## src/rtl/stepper_phase_sequencer_macros.svh

```systemverilog
// ---------------------------------------------------------------------------
// Stepper phase sequencer assertion macros
// Concurrent assertion wrappers clocked on the block clock; they compile
// away when ASSERT_OFF is defined.
// ---------------------------------------------------------------------------
`ifndef STEPPER_PHASE_SEQUENCER_MACROS_SVH
`define STEPPER_PHASE_SEQUENCER_MACROS_SVH

`ifndef ASSERT_OFF
// check a property at every clock edge outside reset
`define SPS_ASSERT(lbl, clk, rst, prop) \
   lbl: assert property (@(posedge clk) disable iff (rst) prop) \
      else $error("stepper phase sequencer assertion failed");
// check a property at every clock edge, reset included
`define SPS_ASSERT_ALWAYS(lbl, clk, prop) \
   lbl: assert property (@(posedge clk) prop) \
      else $error("stepper phase sequencer assertion failed");
`else
`define SPS_ASSERT(lbl, clk, rst, prop)
`define SPS_ASSERT_ALWAYS(lbl, clk, prop)
`endif

`endif

```

## src/rtl/sps_pkg.sv

```systemverilog
// ---------------------------------------------------------------------------
// Stepper phase sequencer package
// Widths, register indexes, phase tables and the shared control structs.
// ---------------------------------------------------------------------------
package sps_pkg;

   localparam int TIME_WIDTH     = 32;
   localparam int NOW_WIDTH      = 32;
   localparam int PERIOD_WIDTH   = 32;
   localparam int COUNT_WIDTH    = 31;
   localparam int PHASE_WIDTH    = 4;
   localparam int PIN_WIDTH      = 5;
   localparam int CSR_IDX_WIDTH  = 2;
   localparam int CSR_DATA_WIDTH = 32;

   // register indexes
   localparam logic [CSR_IDX_WIDTH-1:0] CSR_PHASE_MODE   = 2'd0;
   localparam logic [CSR_IDX_WIDTH-1:0] CSR_PULSE_PERIOD = 2'd1;
   localparam logic [CSR_IDX_WIDTH-1:0] CSR_MOVE_COUNT   = 2'd2;
   localparam logic [CSR_IDX_WIDTH-1:0] CSR_MOVE_DIR     = 2'd3;

   // phase modes
   localparam logic MODE_FOUR = 1'b0;
   localparam logic MODE_TEN  = 1'b1;

   localparam logic [PHASE_WIDTH-1:0] PHASES_TEN = 4'd10;

   // pins: bit0 step, bit1 dir, bit2 ms1, bit3 ms2, bit4 ms3
   localparam logic [PIN_WIDTH-1:0] MS_PIN_MASK = 5'b11100;

   typedef struct packed {
      logic                   mode;
      logic                   dir;
      logic [PHASE_WIDTH-1:0] phase;
      logic [PIN_WIDTH-1:0]   pins;
   } step_req_type;

   typedef struct packed {
      logic [PHASE_WIDTH-1:0] phase;
      logic [PIN_WIDTH-1:0]   pins;
   } step_rsp_type;

   // step/dir levels for the four-phase pattern
   function automatic logic [1:0] four_phase_pins(input logic [1:0] p);
      logic [1:0] lv;
      unique case (p)
         2'd0:    lv = 2'd2;
         2'd1:    lv = 2'd3;
         2'd2:    lv = 2'd1;
         default: lv = 2'd0;
      endcase
      return lv;
   endfunction

   // five-pin levels for the ten-phase pattern
   function automatic logic [PIN_WIDTH-1:0] ten_phase_pins(input logic [PHASE_WIDTH-1:0] p);
      logic [PIN_WIDTH-1:0] lv;
      unique case (p)
         4'd0:    lv = 5'd21;
         4'd1:    lv = 5'd17;
         4'd2:    lv = 5'd25;
         4'd3:    lv = 5'd9;
         4'd4:    lv = 5'd11;
         4'd5:    lv = 5'd10;
         4'd6:    lv = 5'd14;
         4'd7:    lv = 5'd6;
         4'd8:    lv = 5'd22;
         default: lv = 5'd20;
      endcase
      return lv;
   endfunction

endpackage

```

## src/rtl/sps_phase_step.sv

```systemverilog
// ---------------------------------------------------------------------------
// Stepper phase sequencer phase step
// Advances the phase one place in the chosen direction, modulo the phase
// count of the mode, and looks up the pin levels of the new phase.
// ---------------------------------------------------------------------------
module sps_phase_step (
   input  sps_pkg::step_req_type step_req,
   output sps_pkg::step_rsp_type step_rsp
);

   logic [1:0]                      four_next;
   logic [sps_pkg::PHASE_WIDTH:0]   ten_sum;
   logic [sps_pkg::PHASE_WIDTH-1:0] ten_next;

   // four phases: modulo four is the low two bits
   assign four_next = step_req.dir ? (step_req.phase[1:0] + 2'd1)
                                   : (step_req.phase[1:0] - 2'd1);

   // ten phases: add one or nine, then fold back into range
   assign ten_sum = {1'b0, step_req.phase}
                  + (step_req.dir ? 5'd1 : 5'd9);

   always_comb begin
      priority if (ten_sum >= 5'd20) begin
         ten_next = 4'(ten_sum - 5'd20);
      end else if (ten_sum >= {1'b0, sps_pkg::PHASES_TEN}) begin
         ten_next = 4'(ten_sum - {1'b0, sps_pkg::PHASES_TEN});
      end else begin
         ten_next = ten_sum[sps_pkg::PHASE_WIDTH-1:0];
      end
   end

   // select phase and pins for the mode; four-phase keeps the ms pins
   always_comb begin
      if (step_req.mode == sps_pkg::MODE_TEN) begin
         step_rsp.phase = ten_next;
         step_rsp.pins  = sps_pkg::ten_phase_pins(ten_next);
      end else begin
         step_rsp.phase = {2'b00, four_next};
         step_rsp.pins  = (step_req.pins & sps_pkg::MS_PIN_MASK)
                        | {3'b000, sps_pkg::four_phase_pins(four_next)};
      end
   end

endmodule

```

## src/rtl/stepper_phase_sequencer.sv

```systemverilog
// ---------------------------------------------------------------------------
// Stepper phase sequencer
// Issues timed stepper phase steps against a microsecond time stamp.
// ---------------------------------------------------------------------------
// One time stamp is taken per clock while results are taken, since the step
// compare, phase advance and table lookup all sit between the input register,
// loaded at acceptance, and the result register, loaded as the input stage
// advances; each stamp yields one result, held until taken. A step is issued
// when steps remain and the time stamp has reached the scheduled pulse time;
// the next pulse is then scheduled one period later (from now when the
// schedule is zero). Writing move_count loads the step count and restarts the
// schedule. Registers are to be written only while no transaction is in
// flight; the block does not enforce it.
module stepper_phase_sequencer (
   input  logic                                clock,
   input  logic                                reset,
   input  logic                                csr_we,
   input  logic [sps_pkg::CSR_IDX_WIDTH-1:0]   csr_index,
   input  logic [sps_pkg::CSR_DATA_WIDTH-1:0]  csr_wdata,
   input  logic                                req_valid,
   output logic                                req_ready,
   input  logic [sps_pkg::NOW_WIDTH-1:0]       req_now_us,
   output logic                                rsp_valid,
   input  logic                                rsp_ready,
   output logic                                rsp_step_level,
   output logic                                rsp_dir_level,
   output logic                                rsp_ms1_level,
   output logic                                rsp_ms2_level,
   output logic                                rsp_ms3_level,
   output logic                                rsp_pulsed,
   output logic                                rsp_done_res
);

`include "stepper_phase_sequencer_macros.svh"

   // configuration
   logic                               mode_ff;
   logic [sps_pkg::PERIOD_WIDTH-1:0]   period_ff;
   logic                               dir_ff;

   // sequencer state
   logic [sps_pkg::PHASE_WIDTH-1:0]    phase_ff,     phase_in;
   logic [sps_pkg::COUNT_WIDTH-1:0]    remaining_ff, remaining_in;
   logic [sps_pkg::TIME_WIDTH-1:0]     next_time_ff, next_time_in;
   logic [sps_pkg::PIN_WIDTH-1:0]      pins_ff,      pins_in;

   // input stage
   logic                               s1_valid_ff;
   logic [sps_pkg::TIME_WIDTH-1:0]     s1_now_ff;

   // result stage
   logic                               rsp_valid_ff;
   logic [sps_pkg::PIN_WIDTH-1:0]      rsp_pins_ff;
   logic                               rsp_pulsed_ff, rsp_pulsed_in;
   logic                               rsp_done_ff,   rsp_done_in;

   logic                               advance;
   logic                               fire;
   logic [sps_pkg::PERIOD_WIDTH-1:0]   period_eff;
   logic [sps_pkg::TIME_WIDTH-1:0]     time_base;
   sps_pkg::step_req_type              step_req;
   sps_pkg::step_rsp_type              step_rsp;

   // handshake: result register drains, input stage refills behind it
   assign advance   = s1_valid_ff && (!rsp_valid_ff || rsp_ready);
   assign req_ready = !s1_valid_ff || advance;

   // step decision for the transaction in the input stage
   assign fire       = (remaining_ff != '0) && (s1_now_ff >= next_time_ff);
   assign period_eff = (period_ff == '0) ? sps_pkg::PERIOD_WIDTH'(1) : period_ff;
   assign time_base  = (next_time_ff == '0) ? s1_now_ff : next_time_ff;

   assign step_req.mode  = mode_ff;
   assign step_req.dir   = dir_ff;
   assign step_req.phase = phase_ff;
   assign step_req.pins  = pins_ff;

   sps_phase_step u_phase_step (
      .step_req (step_req),
      .step_rsp (step_rsp)
   );

   // next state on a step, hold otherwise
   always_comb begin
      phase_in      = phase_ff;
      remaining_in  = remaining_ff;
      next_time_in  = next_time_ff;
      pins_in       = pins_ff;
      rsp_pulsed_in = 1'b0;
      if (fire) begin
         phase_in      = step_rsp.phase;
         pins_in       = step_rsp.pins;
         remaining_in  = remaining_ff - sps_pkg::COUNT_WIDTH'(1);
         next_time_in  = time_base + sps_pkg::TIME_WIDTH'(period_eff);
         rsp_pulsed_in = 1'b1;
      end
      rsp_done_in = (remaining_in == '0);
   end

   // configuration registers
   always_ff @(posedge clock) begin
      if (reset) begin
         mode_ff   <= sps_pkg::MODE_FOUR;
         period_ff <= sps_pkg::PERIOD_WIDTH'(1);
         dir_ff    <= 1'b1;
      end else if (csr_we) begin
         unique case (csr_index)
            sps_pkg::CSR_PHASE_MODE:   mode_ff   <= csr_wdata[0];
            sps_pkg::CSR_PULSE_PERIOD: period_ff <= csr_wdata[sps_pkg::PERIOD_WIDTH-1:0];
            sps_pkg::CSR_MOVE_DIR:     dir_ff    <= csr_wdata[0];
            default: begin
            end
         endcase
      end
   end

   // sequencer state: a move_count write reloads the count and the schedule
   always_ff @(posedge clock) begin
      if (reset) begin
         phase_ff     <= '0;
         remaining_ff <= '0;
         next_time_ff <= '0;
         pins_ff      <= '0;
      end else if (csr_we && (csr_index == sps_pkg::CSR_MOVE_COUNT)) begin
         remaining_ff <= csr_wdata[sps_pkg::COUNT_WIDTH-1:0];
         next_time_ff <= '0;
      end else if (advance) begin
         phase_ff     <= phase_in;
         remaining_ff <= remaining_in;
         next_time_ff <= next_time_in;
         pins_ff      <= pins_in;
      end
   end

   // input stage: hold the time stamp until it moves on
   always_ff @(posedge clock) begin
      if (reset) begin
         s1_valid_ff <= 1'b0;
      end else if (req_ready) begin
         s1_valid_ff <= req_valid;
      end
   end

   always_ff @(posedge clock) begin
      if (req_valid && req_ready) begin
         s1_now_ff <= sps_pkg::TIME_WIDTH'(req_now_us);
      end
   end

   // result stage
   always_ff @(posedge clock) begin
      if (reset) begin
         rsp_valid_ff <= 1'b0;
      end else if (advance) begin
         rsp_valid_ff <= 1'b1;
      end else if (rsp_ready) begin
         rsp_valid_ff <= 1'b0;
      end
   end

   always_ff @(posedge clock) begin
      if (advance) begin
         rsp_pins_ff   <= pins_in;
         rsp_pulsed_ff <= rsp_pulsed_in;
         rsp_done_ff   <= rsp_done_in;
      end
   end

   assign rsp_valid      = rsp_valid_ff;
   assign rsp_step_level = rsp_pins_ff[0];
   assign rsp_dir_level  = rsp_pins_ff[1];
   assign rsp_ms1_level  = rsp_pins_ff[2];
   assign rsp_ms2_level  = rsp_pins_ff[3];
   assign rsp_ms3_level  = rsp_pins_ff[4];
   assign rsp_pulsed     = rsp_pulsed_ff;
   assign rsp_done_res   = rsp_done_ff;

   // assertions
   `SPS_ASSERT(a_phase_in_range, clock, reset, phase_ff < sps_pkg::PHASES_TEN)
   `SPS_ASSERT(a_step_counts_down, clock, reset,
      (advance && fire && !csr_we) |=> (remaining_ff == $past(remaining_ff) - 31'd1))
   `SPS_ASSERT(a_four_phase_keeps_ms, clock, reset,
      (advance && fire && !csr_we && (mode_ff == sps_pkg::MODE_FOUR))
         |=> ($stable(pins_ff[4:2])))
   `SPS_ASSERT_ALWAYS(a_no_result_in_reset, clock,
      $past(reset) |-> (!rsp_valid_ff && !s1_valid_ff))

endmodule
```

## config.mk

```make
export PLATFORM = sky130hd
export DESIGN_NAME = stepper_phase_sequencer
export DESIGN_NICKNAME = d
export VERILOG_FILES = /design/src/rtl/sps_pkg.sv /design/src/rtl/sps_phase_step.sv /design/src/rtl/stepper_phase_sequencer.sv
export VERILOG_INCLUDE_DIRS = /design/src /design/src/rtl
export SDC_FILE = /design/constraint.sdc
export NUM_CORES = 1
export LEC_CHECK = 0
export BUFFER_PORTS_ARGS = -buffer_cell sky130_fd_sc_hd__buf_2
export CAP_MARGIN = 25
export CORE_MARGIN = 1.5
export CORE_UTILIZATION = 30
export DETAILED_ROUTE_END_ITERATION = 16
export MAX_ROUTING_LAYER = met4
export PLACE_DENSITY = 0.57
export SLEW_MARGIN = 30
export SYNTH_ARGS = -nofsm -noshare
export SYNTH_HDL_FRONTEND = slang
export SYNTH_SLANG_ARGS = --single-unit
```

## constraint.sdc

```tcl
create_clock -name clock -period 11.5 [get_ports clock]
set_input_delay 2.3 -clock clock [delete_from_list [all_inputs] [get_ports clock]]
set_output_delay 2.3 -clock clock [all_outputs]
set_load 0.01 [all_outputs]
```

[Word level (Yosys, flattened, before mapping)]
Memories as Yosys holds them, arrays and structs flattened.
Cells that the tools add are included.
Widths: inputs -> output; s select.
Storage, ports and cells
  flip-flop bits (word level): 147
  ROM bits: 80
  input bits: 71
  output and inout bits: 9
  logic and storage cells: 70
  memories: 1
Cells by class
  add/subtract/negate cells: 7
  order comparisons: 3
  equal/unequal tests: 5
  mux-type cells: 16
  bitwise gates (word level): 2
  reduce and logical (&&, ||, !) cells: 23
Memory list
  (name not given): depth 16, bits a word 5, rd ports 1, clocked after Yosys merged registers in 0, wr ports 0, line sps_pkg.sv:58  | unique case (p)
Operators by type and width (count)
  $mux 31: 3
  $logic_not 32->1: 2
  $mux 32: 2
  $add 32x32->32: 1
  $ge 32x32->1: 1
  $logic_not 31->1: 1
  $reduce_bool 31->1: 1
  $sub 31x1->31 const B: 1
  $mux 4: 3
  $reduce_and 2->1: 5
  $mux 9: 1
  $eq 2x2->1 const B: 3
  $pmux 2 s3: 1
  $add 4x4->5: 1
  $ge 5x4->1 const B: 1
  $ge 5x5->1 const B: 1
  $mux 5: 1
  $or 5x2->5: 1
  $eq 2x1->1 const B: 2
  $logic_and 1x1->1: 4
  $logic_not 2->1: 2
  $mux 2: 2
  $reduce_bool 2->1: 2
  $sub 4x3->4 const B: 1
  9 further kinds: 13

[Longest topological paths before layout]
  depth in word-level cells: 8
  gate-level depth with buffers: 18

[Modules after synthesis]
From an unflattened synthesis, not the netlist that was laid out.
Unflattened totals
  cell total of the unflattened synthesis: 1164
  area total of the unflattened synthesis: 9376.5 um^2
Modules (own cells, without submodules)
  stepper_phase_sequencer: instances 1, cells each 1095, area each 8859.7 um^2, seq. area each 3333.2 um^2
  sps_phase_step: instances 1, cells each 69, area each 516.7 um^2, seq. area each 0.0 um^2

[Worst setup path after synthesis]
Ideal clock, no wire load.
  path type: input port to output port
  start: in rsp_ready
  end: out req_ready
  data arrival time: 2597 ps
  required time: 9200 ps
  path slack: 6603 ps
  stages on the path: 2
  path buffers: 0
  path through: nor2b_1 > nand2_1
Between the ends
  cells in the longest elaborated chain, start to end: 3
RTL lines
  start, declared: line stepper_phase_sequencer.sv:24  | input logic rsp_ready,
  $logic_or 1x1->1: line stepper_phase_sequencer.sv:65  | assign advance = s1_valid_ff && (!rsp_valid_ff || rsp_ready);
  $logic_and 1x1->1: line stepper_phase_sequencer.sv:65
  $logic_or 1x1->1: line stepper_phase_sequencer.sv:66  | assign req_ready = !s1_valid_ff || advance;
  end, declared: line stepper_phase_sequencer.sv:21  | output logic req_ready,
No other way between the ends.

[Worst setup path after layout]
Same ends and word-level chain as after synthesis.

==> impl_metrics.tcl <==
set metrics [dict create \
    yosys_warnings 0 \
    syn_area_um2 9060 \
    placeableCoreArea_um2 29700 \
    fmax_ghz 0.194 \
    ys_ff_latch 147 \
    clk_latency_ns 0.44 \
    via_per_inst 4.97 \
    worst_pin_slew_ns 0.848 \
    io_buffers 79 \
    dieArea_um2 31300 \
    dieWidth_um 177 \
    clkSinkCount 147 \
    grt_pass1_wl_um 38600 \
    finalMaxSlewViolations 0 \
    grt_usage_pct 16.2 \
    r2r_start "next_time_ff[31]" \
    postRouteAntennaNets 0 \
    synth-async-reset-ratio_pct 0 \
    ys_seq_area_share_pct 36.8 \
    crit_end "req_ready" \
    p_leak_nw 4.19 \
    dp_cells 1509 \
    wl_per_cell_um 15.7 \
    finalNetCount 1280 \
    die_h_um 177 \
    drt-pass1-iter-count 5 \
    grt_max_degree 79 \
    finalCritPeriodShare_pct 44.7 \
    vias 7678 \
    cts_tree "built" \
    finalWeightedCongestion 0.866 \
    drc_errors 0 \
    cellPowerDensity_nw_per_um2 192 \
    syn_to_final_growth_pct 13.8 \
    cts_setup_buffers 0 \
    ys_types 67 \
    cts.clk_slew.worst_paths_ns 0.07 \
    r2r_cells 18 \
    r2r_slack_ns 6.37 \
    hpwl_um 18100 \
    drive_above_1_share_pct 13.0 \
    avgSynthCellArea_um2 8.17 \
    max_slew_margin_pct 43.4 \
    setup_viol 0 \
    dp_worst_setup_slack_ns 6.35 \
    yosys_most_used_dff "dfxtp_1" \
    mappedNetlistNets 1251 \
    critical_path_class "primary input to output port" \
    cts_inserted_buffers 17 \
    rsz0062_at_grt "false" \
    whs_ns 0.470 \
    reg2reg_to "next_time_ff[30]" \
    io_pins 80 \
    layout_setup_ws_ns 6.36 \
    ctsRootBufferMaster "clkbuf_16" \
    initial_core_util_pct 30.5 \
    start_kind "primary input" \
    grt_antenna_before_repair 3 \
    final_cells 1544 \
    clockBufferDepth 2 \
    finClkSkew_ns 0.0198 \
    ir_drop_uv 106 \
    cts_max_level 4 \
    rows 63 \
    hold_path.class "flop to flop" \
    crit_required_ns 9.20 \
    status "finished, final reports clean" \
    cp-end-kind "output port" \
    final_hold_viol_count 0 \
    tns_ns 0 \
    drv_cap 0 \
    cts-resized-gates 0 \
    drt_wl_total_um 24200 \
    arrival_ns 2.84 \
    hold_buffers 0 \
    crit_path_start "rsp_ready" \
    first_global_vias 7423 \
    most-common-layout-cells "nand2_1, a21oi_1, dfxtp_1, nor2_1, buf_2" \
    post-route-util_pct 34.7 \
    synth-edff-count 39 \
    crit_path_max_fanout 4 \
    finalCriticalPeriod_ns 5.14 \
    final_common_cell "nand2_1" \
    netlist_instances 1109 \
    overflow 0 \
    drtIter0Drc 394 \
]
## metal layers
metal  GRT usage, %  share of wire, %  up-vias
li1               -                 -     3967
met1           20.8                48     3593
met2           26.1                47      100
met3           3.20               3.4       18
met4           3.95               1.2        0
met5              -                 0        -
## where the power goes
part / leakage [nW] / switching [mW] / total (mW) / internal (mW)
clock: 0.302 / 0.279 / 0.578 / 0.299
combinational: 2.63 / 0.486 / 0.787 / 0.301
sequential: 1.26 / 0.0392 / 0.611 / 0.572
## kinds of logic (layout without fill, tap and decap cells)
| kind of cell | Yosys count | count (layout) | synth area share [%] |
|---|---|---|---|
| muxes | 13 | 13 | 1.51 |
| other | 0 | 3 | 0 |
| AOI/OAI and AO/OA | 251 | 251 | 17.4 |
| adders and majority gates | 71 | 71 | 9.89 |
| DFF | 147 | 147 | 36.8 |
| and+or+nand+nor | 439 | 439 | 22.9 |
| buffers and inverters | 130 | 172 | 5.92 |
| xor gates and xnor gates | 58 | 58 | 5.61 |
## state kept, by name, summed over array words and instances, names as in the netlist
name,cells
pins_ff,5
next_time_ff,32
period_ff,32
rsp_valid,1
dir_ff,1
rsp_pins_ff,5
s1_now_ff,32
rsp_done_res,1
phase_ff,4
rsp_pulsed,1
mode_ff,1
s1_valid_ff,1
remaining_ff,31
## cell type report
cell class                 count  area (µm²)
tap                          390         488
antenna                        3        7.51
fill                        3123       19400
clock inverter                15         196
sequential                   147        3330
inverter                      52         195
timing repair buffer          88         463
clock buffer                  17         425
multi-input combinational    832        5200
## critical path, cell delays in order
cell	delay (ns)
buf_2	0.10
nor2b_1	0.20
nand2_1	0.10
buf_2	0.14
## worst min-delay path by stage
stage                      from               end  slack, ns  depth (start not counted)
2_1_floorplan       phase_ff[3]       phase_ff[3]       0.44                          2
3_3_place_gp        phase_ff[3]       phase_ff[3]       0.45                          2
3_5_place_dp   next_time_ff[27]  next_time_ff[27]       0.46                          2
4_1_cts        next_time_ff[27]  next_time_ff[27]       0.47                          2
5_1_grt        next_time_ff[29]  next_time_ff[29]       0.48                          2
6_report        next_time_ff[5]   next_time_ff[5]       0.47                          2
## through the flow
stage | total power, mW | cell area [µm²]
after floorplan | 1.21 | 9060
after global placement | 1.40 | 9680
after detailed placement | 1.40 | 9680
after CTS | 1.99 | 10300
after global routing | 2.11 | 10300
final | 1.98 | 10300
## cell usage after synthesis, drive strengths merged (3+ instances only)
cell type,number,share of area [%]
nand2,208,8.6
a21oi,109,6.1
dfxtp,108,24
nor2,83,3.6
ha,70,9.7
clkbuf,68,2.8
inv,52,2.2
xnor2,41,4.0
edfxtp,39,13
a211oi,35,2.9
a21o,34,2.8
nor4,29,2.1
nor3,25,1.6
o21ai,19,1.0
nand3,18,0.99
xor2,17,1.6
nand4,14,1.1
a31oi,13,0.90
or3,12,0.87
and3,10,0.69
buf,9,0.58
nand2b,9,0.70
mux2i,8,0.88
o21bai,7,0.58
or2,7,0.48
nand3b,6,0.50
mux2,5,0.62
nor3b,5,0.41
or4,5,0.54
o211ai,4,0.33
o31ai,4,0.33
and2,3,0.21
nor2b,3,0.21
o22ai,3,0.21
Note: power is estimated with default switching activity, not from simulation.
